--- config.mk ---
export PLATFORM = sky130hd
export DESIGN_NAME = gcd_lcm_unit
export DESIGN_NICKNAME = d
export VERILOG_FILES = /design/src/rtl/gcl_pkg.sv /design/src/rtl/gcl_datapath.sv /design/src/rtl/gcl_ctrl.sv /design/src/rtl/gcd_lcm_unit.sv
export SDC_FILE = /design/constraint.sdc
export NUM_CORES = 1
export LEC_CHECK = 0
export BUFFER_PORTS_ARGS = -buffer_cell sky130_fd_sc_hd__buf_2
export CORE_UTILIZATION = 45
export DETAILED_ROUTE_END_ITERATION = 16
export GPL_ROUTABILITY_DRIVEN = 1
export REMOVE_ABC_BUFFERS = 1
export SLEW_MARGIN = 5
export SYNTH_ARGS = -nofsm -noshare
export SYNTH_HDL_FRONTEND = slang
export SYNTH_SLANG_ARGS = --single-unit
--- constraint.sdc ---
create_clock -name clk -period 7.4 [get_ports clk]
set_input_delay 1.48 -clock clk [delete_from_list [all_inputs] [get_ports clk]]
set_output_delay 1.48 -clock clk [all_outputs]
set_load 0.05 [all_outputs]
--- src/rtl/gcl_pkg.sv ---
package gcl_pkg;

  localparam int OPERAND_BITS_DEF = 16;
  localparam int FIELD_BITS       = 16;
  localparam int RESULT_BITS      = 32;

  localparam logic OP_GCD = 1'b0;
  localparam logic OP_LCM = 1'b1;

  typedef struct packed {
    logic load;
    logic gcd_step;
    logic div_start;
    logic div_step;
    logic mul;
    logic publish;
  } gcl_cmd_t;

  typedef struct packed {
    logic in_zero;
    logic gcd_done;
    logic div_last;
    logic is_lcm;
  } gcl_status_t;

endpackage

--- src/rtl/gcl_datapath.sv ---
module gcl_datapath
  import gcl_pkg::*;
#(
  parameter int OPERAND_BITS = OPERAND_BITS_DEF
) (
  input  logic                   clk,
  input  logic [FIELD_BITS-1:0]  in_a,
  input  logic [FIELD_BITS-1:0]  in_b,
  input  logic                   in_op,
  input  gcl_cmd_t               cmd,
  output gcl_status_t            status,
  output logic [RESULT_BITS-1:0] result,
  output logic                   zero_err
);

  localparam int W  = (OPERAND_BITS < FIELD_BITS) ? OPERAND_BITS : FIELD_BITS;
  localparam int KW = $clog2(W);

  logic [W-1:0]   a_op;
  logic [W-1:0]   b_op;
  logic [W-1:0]   x;
  logic [W-1:0]   y;
  logic [KW-1:0]  k;
  logic           op;
  logic           zero;
  logic [W-1:0]   divisor;
  logic [W-1:0]   rem;
  logic [W-1:0]   quo;
  logic [KW-1:0]  div_cnt;
  logic [2*W-1:0] prod;
  logic [W-1:0]   b_keep;

  logic [W-1:0]   g_full;
  logic [W:0]     r_sh;
  logic [W:0]     r_diff;
  logic [W-1:0]   x_m_y;
  logic [W-1:0]   y_m_x;

  assign a_op   = in_a[W-1:0];
  assign b_op   = in_b[W-1:0];
  assign g_full = x << k;
  assign r_sh   = {rem, quo[W-1]};
  assign r_diff = r_sh - {1'b0, divisor};
  assign x_m_y  = x - y;
  assign y_m_x  = y - x;

  assign status.in_zero  = (a_op == '0) || (b_op == '0);
  assign status.gcd_done = (x == y);
  assign status.div_last = (div_cnt == '0);
  assign status.is_lcm   = (op == OP_LCM);

  // Binary GCD: common factors of two are counted in k, odd parts are
  // reduced by halved differences until both values meet.
  always_ff @(posedge clk) begin
    if (cmd.load) begin
      x    <= a_op;
      y    <= b_op;
      k    <= '0;
      op   <= in_op;
      zero <= status.in_zero;
      quo  <= a_op;
    end else if (cmd.gcd_step) begin
      if (!x[0] && !y[0]) begin
        x <= x >> 1;
        y <= y >> 1;
        k <= k + 1'b1;
      end else if (!x[0]) begin
        x <= x >> 1;
      end else if (!y[0]) begin
        y <= y >> 1;
      end else if (x > y) begin
        x <= x_m_y >> 1;
      end else begin
        y <= y_m_x >> 1;
      end
    end

    // Restoring division of operand a by the GCD, one quotient bit a beat.
    if (cmd.div_start) begin
      divisor <= g_full;
      rem     <= '0;
      div_cnt <= KW'(W - 1);
    end else if (cmd.div_step) begin
      div_cnt <= div_cnt - 1'b1;
      if (!r_diff[W]) begin
        rem <= r_diff[W-1:0];
        quo <= {quo[W-2:0], 1'b1};
      end else begin
        rem <= r_sh[W-1:0];
        quo <= {quo[W-2:0], 1'b0};
      end
    end

    if (cmd.mul) begin
      prod <= quo * b_keep;
    end

    if (cmd.publish) begin
      zero_err <= zero;
      if (zero) begin
        result <= '0;
      end else if (op == OP_LCM) begin
        result <= RESULT_BITS'(prod);
      end else begin
        result <= RESULT_BITS'(g_full);
      end
    end
  end

  // Operand b is kept for the multiply; x and y are consumed by the GCD.
  always_ff @(posedge clk) begin
    if (cmd.load) begin
      b_keep <= b_op;
    end
  end

endmodule

--- src/rtl/gcl_ctrl.sv ---
module gcl_ctrl
  import gcl_pkg::*;
(
  input  logic        clk,
  input  logic        rst,
  input  logic        in_valid,
  output logic        in_ready,
  output logic        out_valid,
  input  logic        out_ready,
  input  gcl_status_t status,
  output gcl_cmd_t    cmd
);

  localparam logic [2:0] ST_IDLE = 3'd0;
  localparam logic [2:0] ST_GCD  = 3'd1;
  localparam logic [2:0] ST_DIV  = 3'd2;
  localparam logic [2:0] ST_MUL  = 3'd3;
  localparam logic [2:0] ST_DONE = 3'd4;

  logic [2:0] state;
  logic [2:0] state_next;
  logic       out_valid_next;

  assign in_ready = (state == ST_IDLE);

  always_comb begin
    state_next = state;
    cmd        = '0;
    unique case (state)
      ST_IDLE: begin
        if (in_valid) begin
          cmd.load   = 1'b1;
          state_next = status.in_zero ? ST_DONE : ST_GCD;
        end
      end
      ST_GCD: begin
        if (!status.gcd_done) begin
          cmd.gcd_step = 1'b1;
        end else if (status.is_lcm) begin
          cmd.div_start = 1'b1;
          state_next    = ST_DIV;
        end else begin
          state_next = ST_DONE;
        end
      end
      ST_DIV: begin
        cmd.div_step = 1'b1;
        if (status.div_last) begin
          state_next = ST_MUL;
        end
      end
      ST_MUL: begin
        cmd.mul    = 1'b1;
        state_next = ST_DONE;
      end
      ST_DONE: begin
        if (!out_valid || out_ready) begin
          cmd.publish = 1'b1;
          state_next  = ST_IDLE;
        end
      end
      default: state_next = ST_IDLE;
    endcase
  end

  always_comb begin
    out_valid_next = out_valid;
    if (cmd.publish) begin
      out_valid_next = 1'b1;
    end else if (out_ready) begin
      out_valid_next = 1'b0;
    end
  end

  always_ff @(posedge clk) begin
    if (rst) begin
      state     <= ST_IDLE;
      out_valid <= 1'b0;
    end else begin
      state     <= state_next;
      out_valid <= out_valid_next;
    end
  end

endmodule

--- src/rtl/gcd_lcm_unit.sv ---
// Channel  Direction  tdata                                  tuser
// s_axis   in         [15:0] operand_a, [31:16] operand_b    [0] opcode
// m_axis   out        [31:0] result_value                    [0] zero_error
//
// An item is accepted, runs the binary GCD loop until both values meet, and
// is then published; LCM first adds a division of operand a by the GCD and a
// multiply by operand b. An item with a zero operand goes straight from accept
// to publishing.
// One item is in work at a time; the result register lets the next item be
// accepted while the previous result waits on m_axis_tready.
// Reset (rst, synchronous) returns the controller to idle and drops tvalid.
module gcd_lcm_unit
  import gcl_pkg::*;
#(
  parameter int OPERAND_BITS = OPERAND_BITS_DEF
) (
  input  logic        clk,
  input  logic        rst,
  input  logic        s_axis_tvalid,
  output logic        s_axis_tready,
  input  logic [31:0] s_axis_tdata,   // operand_a, operand_b
  input  logic        s_axis_tuser,   // opcode
  output logic        m_axis_tvalid,
  input  logic        m_axis_tready,
  output logic [31:0] m_axis_tdata,   // result_value
  output logic        m_axis_tuser    // zero_error
);

  gcl_cmd_t    cmd;
  gcl_status_t status;

  gcl_ctrl u_ctrl (
    .clk       (clk),
    .rst       (rst),
    .in_valid  (s_axis_tvalid),
    .in_ready  (s_axis_tready),
    .out_valid (m_axis_tvalid),
    .out_ready (m_axis_tready),
    .status    (status),
    .cmd       (cmd)
  );

  gcl_datapath #(
    .OPERAND_BITS (OPERAND_BITS)
  ) u_datapath (
    .clk      (clk),
    .in_a     (s_axis_tdata[15:0]),
    .in_b     (s_axis_tdata[31:16]),
    .in_op    (s_axis_tuser),
    .cmd      (cmd),
    .status   (status),
    .result   (m_axis_tdata),
    .zero_err (m_axis_tuser)
  );

endmodule

## After elaboration in Yosys (flattened, before gate mapping)

Index checks and enable logic that the tools add are counted.
W data, S select, Z words.

- Output and inout port bits: 35
- Word-level logic and storage cells: 95
- Flip-flop bits (word level): 175

- Reduce and logical (&&, ||, !) cells: 19
- Order comparisons: 1
- Shift-type cells: 1
- Multipliers: 1
- Bitwise gates (word level): 1
- Mux-type cells: 37
- Add/subtract/negate cells: 5
- Eq/ne operators: 12

Operators with widths:

| cell | number |
|---|---|
| $mux W16 | 17 |
| $logic_not A16 Y1 | 2 |
| $mul A16 B16 Y32 | 1 |
| $sub A16 B16 Y16 | 2 |
| $mux W3 | 6 |
| $sub A17 B16 Y17 | 1 |
| $eq A16 B16 Y1 | 1 |
| $gt A16 B16 Y1 | 1 |
| $shl A16 B4 Y16 | 1 |
| $pmux W3 S5 | 1 |
| $mux W1 | 12 |
| $ne A4 B4 Y1 const B | 3 |
| $eq A3 B2 Y1 const B | 2 |
| $reduce_and A3 Y1 | 2 |
| $add A4 B1 Y4 const B | 1 |
| $logic_not A4 Y1 | 1 |
| $ne A2 B1 Y1 const B | 2 |
| $ne A2 B2 Y1 const B | 2 |
| $reduce_and A2 Y1 | 2 |
| $reduce_and A4 Y1 | 1 |
| $reduce_bool A2 Y1 | 2 |
| $sub A4 B1 Y4 const B | 1 |
| $eq A3 B1 Y1 const B | 1 |
| $eq A3 B3 Y1 const B | 1 |
| 8 further kinds | 11 |

## Longest topological paths before layout

- Depth after elaboration: 7
- Mapped depth: 22
- Mapped depth without buffers: 20

## Cells and area by module

Synthesis repeated with hierarchy kept, for this count alone.

- Cells, all modules: 2,007
- Area total of the unflattened synthesis: 18,884.4 um^2

By module, submodules not included:

| module | instances | cells an instance | area an instance (um^2) | seq. area each (um^2) |
|---|---|---|---|---|
| gcl_datapath | 1 | 1,972 | 18,585.3 | 4,734.5 |
| gcl_ctrl | 1 | 35 | 299.0 | 80.1 |

## Least setup slack after synthesis

No wires, ideal clock.

- Path kind: register -> register
- Start point: reg u_datapath.quo[15]
- End point: reg u_datapath.prod[30], data pin
- Required time: 7.205 ns
- Path buffers: 3
- Slack: 1.557 ns
- Data arrival time: 5.648 ns
- Clock period less this slack: 5.843 ns
- Cell stages (with the launch flop): 22
- Path through: dfxtp_1 > clkbuf_1 > clkbuf_1 > nand2_1 > fa_1 > fa_1 > inv_1 > fa_1 > fa_1 > fa_1 > inv_1 > fa_1 > inv_1 > ha_1 > clkbuf_1 > a21oi_1 > o21ai_0 > a211o_1 > a22oi_1 > a21oi_1 > or3_1 > o311ai_0

- Cells in the longest elaborated chain, start to end: 1

Ends and longest elaborated chain:

| what | RTL line | RTL |
|---|---|---|
| start, declared | gcl_datapath.sv:28 | `logic [W-1:0] quo;` |
| start signal, assigned | gcl_datapath.sv:61 | `quo <= a_op;` |
| start signal, assigned | gcl_datapath.sv:87 | `quo <= {quo[W-2:0], 1'b1};` |
| start signal, assigned | gcl_datapath.sv:90 | `quo <= {quo[W-2:0], 1'b0};` |
| $mul A16 B16 Y32 | gcl_datapath.sv:95 | `prod <= quo * b_keep;` |
| end signal, assigned | gcl_datapath.sv:95 |  |
| end, declared | gcl_datapath.sv:30 | `logic [2*W-1:0] prod;` |

Every way passes these cells.
A chain may end at the register's enable or synchronous reset.

## Final worst setup path

- Start point: reg u_datapath.quo[14]
- End point: reg u_datapath.prod[25], data pin

The elaborated chain is that of the path after synthesis.

==> results <==
- Of the synthesized area, sequential elements account for 0.258.
- The data arrival time of the critical path is roughly 6.7 ns.
- The headroom to the max-slew limit is 0.292.
- The library cell used most frequently in the layout, excluding fill and tap cells, is inv_1.
- The launching point of the worst reg2reg path is u_datapath.quo[14]$_DFF_P_.
- The synthesized area is 0.0187 mm².
- Of the total synthesized cell area, the portion taken by AND, OR, NAND and NOR gates is 0.168.
- Post-CTS timing repair inserted 0 buffers for setup.
- Yosys attributes the largest share of cell area to fa_1, edfxtp_1, ha_1.
- The die is 206 µm tall.
- The routed length per placed instance is 18.3 µm.
- The tree is rooted in a clkbuf_16.
- The via count of the first global-routing pass was between 10000 and 15000.
- Routability-driven placement finished with a final weighted congestion of between 0.8 and 0.9.
- The xor and xnor fraction of the mapped netlist area is 0.0253.
- After clock tree synthesis, the clock-pin slew on the worst setup and hold paths is 0.08 ns.
- In this run the most critical hold path is launched from u_datapath.rem[7]$_SDFFE_PP0P_.
- The type of element capturing the critical path is a register.
- fa_1 takes more of the synthesized area than any other cell.
- The signal on the critical path passes through nand2_1, fa_1, fa_1, inv_1, fa_1, fa_1, fa_1, inv_1, fa_1, inv_1, ha_1, nand4_1, o21bai_1, o21bai_1, a211oi_1, o22ai_1, xnor2_1.
- The quantity of I/O buffers inserted on ports is 71.
- The number of synthesis warnings is 0.
- The I/O pin count is between 70 and 80.
- The footprint of the multi-input gates is approximately 0.012 mm².
- The number of fill cells is 3946.
- The count of final hold-check violations was 0.
- Derived from the worst setup path, the maximum achievable clock frequency is 154 MHz.
- The layout cell share with drive strength beyond 1 is 0.0692.
- For this configuration, the core starts out at a cell density of 0.456.
- The dominant combinational cell family by area after synthesis is adder cells.
- Subtracting the final worst setup slack from the clock period gives 6.47 ns.
- Setup repair after global routing left no endpoint under its margin.
- The share of synthesized cell area in full adder, half adder and majority cells is 0.314.
- The count of TritonRoute iterations in the first routing pass is 6.
- The launching element type of the critical path is a register.
- The largest driver fanout on the critical path is 18.
- The number of instances in the synthesized netlist is about 2000.
- The final antenna diode count is 0.
- In the layout the commonest cells are inv_1, nand2_1, fa_1.
- The number of buffers and inverters on the critical path is 3.
- The tightest min-delay check is of the register to register type.
- The global router's overall resource usage is 0.239.
- The final routed wirelength across all metal layers is roughly 47000 µm.
- The share of the synthesized area in the top cell type is 0.211.
- The number of synthesized flops with an enable pin is 131.
- The total via count in the routed design is 14112.
- The flip-flop and latch count after synthesis is 175.
- The unique cell type count in the Yosys netlist is 69.
- The flow ran to the end, and the final reports show no timing, DRC or antenna violations.
- The global-route wire length before repair is 77200 µm.
- In this run the remaining antenna-violating nets after routing total 0.
- The critical path's top delay family is adder cells.
- Data on the critical path is required at its endpoint by 7.64 ns.
- The clock net in this run drives a total of 175 sinks.
- The clock tree synthesis step divided the H-tree into 4 levels.
- The post-route fraction of the period consumed by the critical path is 0.875.
- After routing, the total negative slack on setup checks comes to 0 ns.
- The number of violations of the max-capacitance limit is 0.
- Measured against the total synthesized area, the mux share comes to 0.0312.
- In the final layout, flip-flops and latches occupy 0.00481 mm².
- The core box area is 0.0409 mm².
- After the first detailed-routing iteration, the DRC count stood at 829.
- The top flip-flop cell by instance count after synthesis is edfxtp_1.
- The post-layout net count is ~2400.
- After synthesis, the mean cell area works out to 9.22 µm².
- After legalization and detailed placement, the total HPWL measured 37400 µm.
- The largest net degree at the start of global routing is 60.
- Setup violations remaining at the end of the flow were counted as 0.
- The total DRC errors in the routed layout is 0.
- The number of max-slew violations in the final report is 0.
- The number of antenna violations at the first check in global routing is 1.
- The die covers 0.0423 mm².
- The slew at the pin with the worst max-slew slack is 1.06 ns.
- For this run the aggregate overflow at the end of global routing stands at 0.
- The clock buffer count from CTS is 17.
- The number of gates resized after CTS was 0.
- The share of the synthesized area in compound gates (AO/OA/AOI/OAI) is 0.124.
- The longest clock path from root to sink contains 2 buffers.
- The number of vias per cell is 5.46.
- After synthesis, the share of flip-flops with an asynchronous set or reset is 0.
- By instance count, the cell type seen most on the critical path is fa_1.
- The CTS tree is built.
- The die is 206 µm wide.
- For the worst-skew pair, the clock arrives at the later sink with an insertion delay of 0.49 ns.
- The floorplan has 74 rows.
- The clock arrives with roughly 0.017 ns of skew.
- The timing startpoint of the critical path is u_datapath.quo[14]$_DFF_P_.
- The delay of the slowest critical-path stage is 0.83 ns.
- On the critical path, the stage with the largest delay is an instance of dfxtp_1.
- After clock tree synthesis, the flow added hold-fix buffers numbering 0.
- The worst setup path category is register to register.
- Relative to the synthesized area, the layout overhead comes to 7.22%.
[final timing paths]
| path | to | slack (ns) | cells after the start |
|---|---|---|---|
| worst min register to register | u_datapath.rem[7]$_SDFFE_PP0P_ | 0.48 | 2 |
| worst min-delay path | u_datapath.rem[7]$_SDFFE_PP0P_ | 0.48 | 2 |
| worst max register to register | u_datapath.prod[25]$_DFFE_PP_ | 0.93 | 17 |
| worst max-delay path | u_datapath.prod[25]$_DFFE_PP_ | 0.93 | 17 |
[Yosys cell counts, types with 4 or more instances]
| cell type | instances |
|---|---|
| nor2_1 | 124 |
| o21a_1 | 21 |
| o21ai_0 | 73 |
| fa_1 | 197 |
| a21boi_0 | 7 |
| nor4_1 | 9 |
| xor2_1 | 20 |
| nor2b_1 | 18 |
| o221ai_1 | 4 |
| a22oi_1 | 6 |
| a211oi_1 | 12 |
| o31ai_1 | 11 |
| or3_1 | 9 |
| a221oi_1 | 13 |
| o21bai_1 | 7 |
| nand3b_1 | 4 |
| mux2_2 | 4 |
| nand4_1 | 11 |
| mux2i_1 | 38 |
| xnor2_1 | 34 |
| o22ai_1 | 5 |
| clkbuf_1 | 81 |
| nand3_1 | 22 |
| nand2_1 | 229 |
| buf_1 | 6 |
| a32oi_1 | 5 |
| a21oi_1 | 97 |
| inv_1 | 300 |
| a31oi_1 | 27 |
| ha_1 | 154 |
| and3_1 | 10 |
| edfxtp_1 | 131 |
| dfxtp_1 | 44 |
| o31a_1 | 5 |
| nand2b_1 | 14 |
| nor3_1 | 31 |
| mux4_2 | 7 |
| a21o_1 | 19 |
| o211ai_1 | 12 |
| and2_1 | 153 |
| a311oi_1 | 6 |
[worst register-to-register path, stage by stage, from the launching register on]
cell	delay (ns)
dfxtp_1	0.83
nand2_1	0.17
fa_1	0.53
fa_1	0.63
inv_1	0.08
fa_1	0.48
fa_1	0.51
fa_1	0.50
inv_1	0.05
fa_1	0.47
inv_1	0.04
ha_1	0.38
nand4_1	0.21
o21bai_1	0.21
o21bai_1	0.27
a211oi_1	0.53
o22ai_1	0.19
xnor2_1	0.16
[layout make-up]
class                   count  share of cell area
inverters                 301              0.0564
repair buffers             83              0.0222
clock inverters            14             0.00631
clock buffers              18              0.0219
flip-flops and latches    175               0.240
multi-input cells        1460               0.619
well taps                 532              0.0332
[flip-flops by register name, indices dropped and copies added (netlist names)]
| signal | count |
|---|---|
| u_datapath.x | 16 |
| u_ctrl.state | 3 |
| u_datapath.k | 4 |
| u_datapath.zero | 1 |
| u_datapath.y | 16 |
| u_ctrl.out_valid | 1 |
| u_datapath.zero_err | 1 |
| u_datapath.prod | 32 |
| u_datapath.div_cnt | 4 |
| u_datapath.quo | 16 |
| u_datapath.divisor | 16 |
| u_datapath.result | 32 |
| u_datapath.rem | 16 |
| u_datapath.op | 1 |
| u_datapath.b_keep | 16 |
[stage by stage]
step | hold WS, ns | instances | instance area [µm²] | utilization | setup WS, ns
floorplan | 0.449 | 1936 | 18300 | - | 1.66
global placement | 0.466 | 2551 | 19500 | 0.475 | 1.01
detailed placement | 0.475 | 2551 | 19500 | 0.475 | 0.958
CTS | 0.485 | 2583 | 20000 | 0.489 | 0.940
global route | 0.518 | 2583 | 20000 | 0.489 | 0.555
finish | 0.482 | 2583 | 20000 | 0.489 | 0.925
[layer usage]
layer  wire, µm  up-vias  GRT usage
met1      21400     6870      0.322
met2      22200      398      0.392
met5          0        -          0
met4       1100        0     0.0743
met3       2710       66     0.0413
li1           -     6778          -
[logic make-up (layout without fill, tap and decap cells)]
| kind of cell | after synthesis | after routing |
|---|---|---|
| compound gates | 358 | 358 |
| xor+xnor | 54 | 54 |
| fa+ha+maj | 351 | 351 |
| buf+inv | 391 | 416 |
| flops | 175 | 175 |
| mux | 49 | 49 |
| simple gates | 648 | 648 |
Power is not shown: default switching activity piles up to over one toggle a cycle in this logic, so the estimate is an artifact.
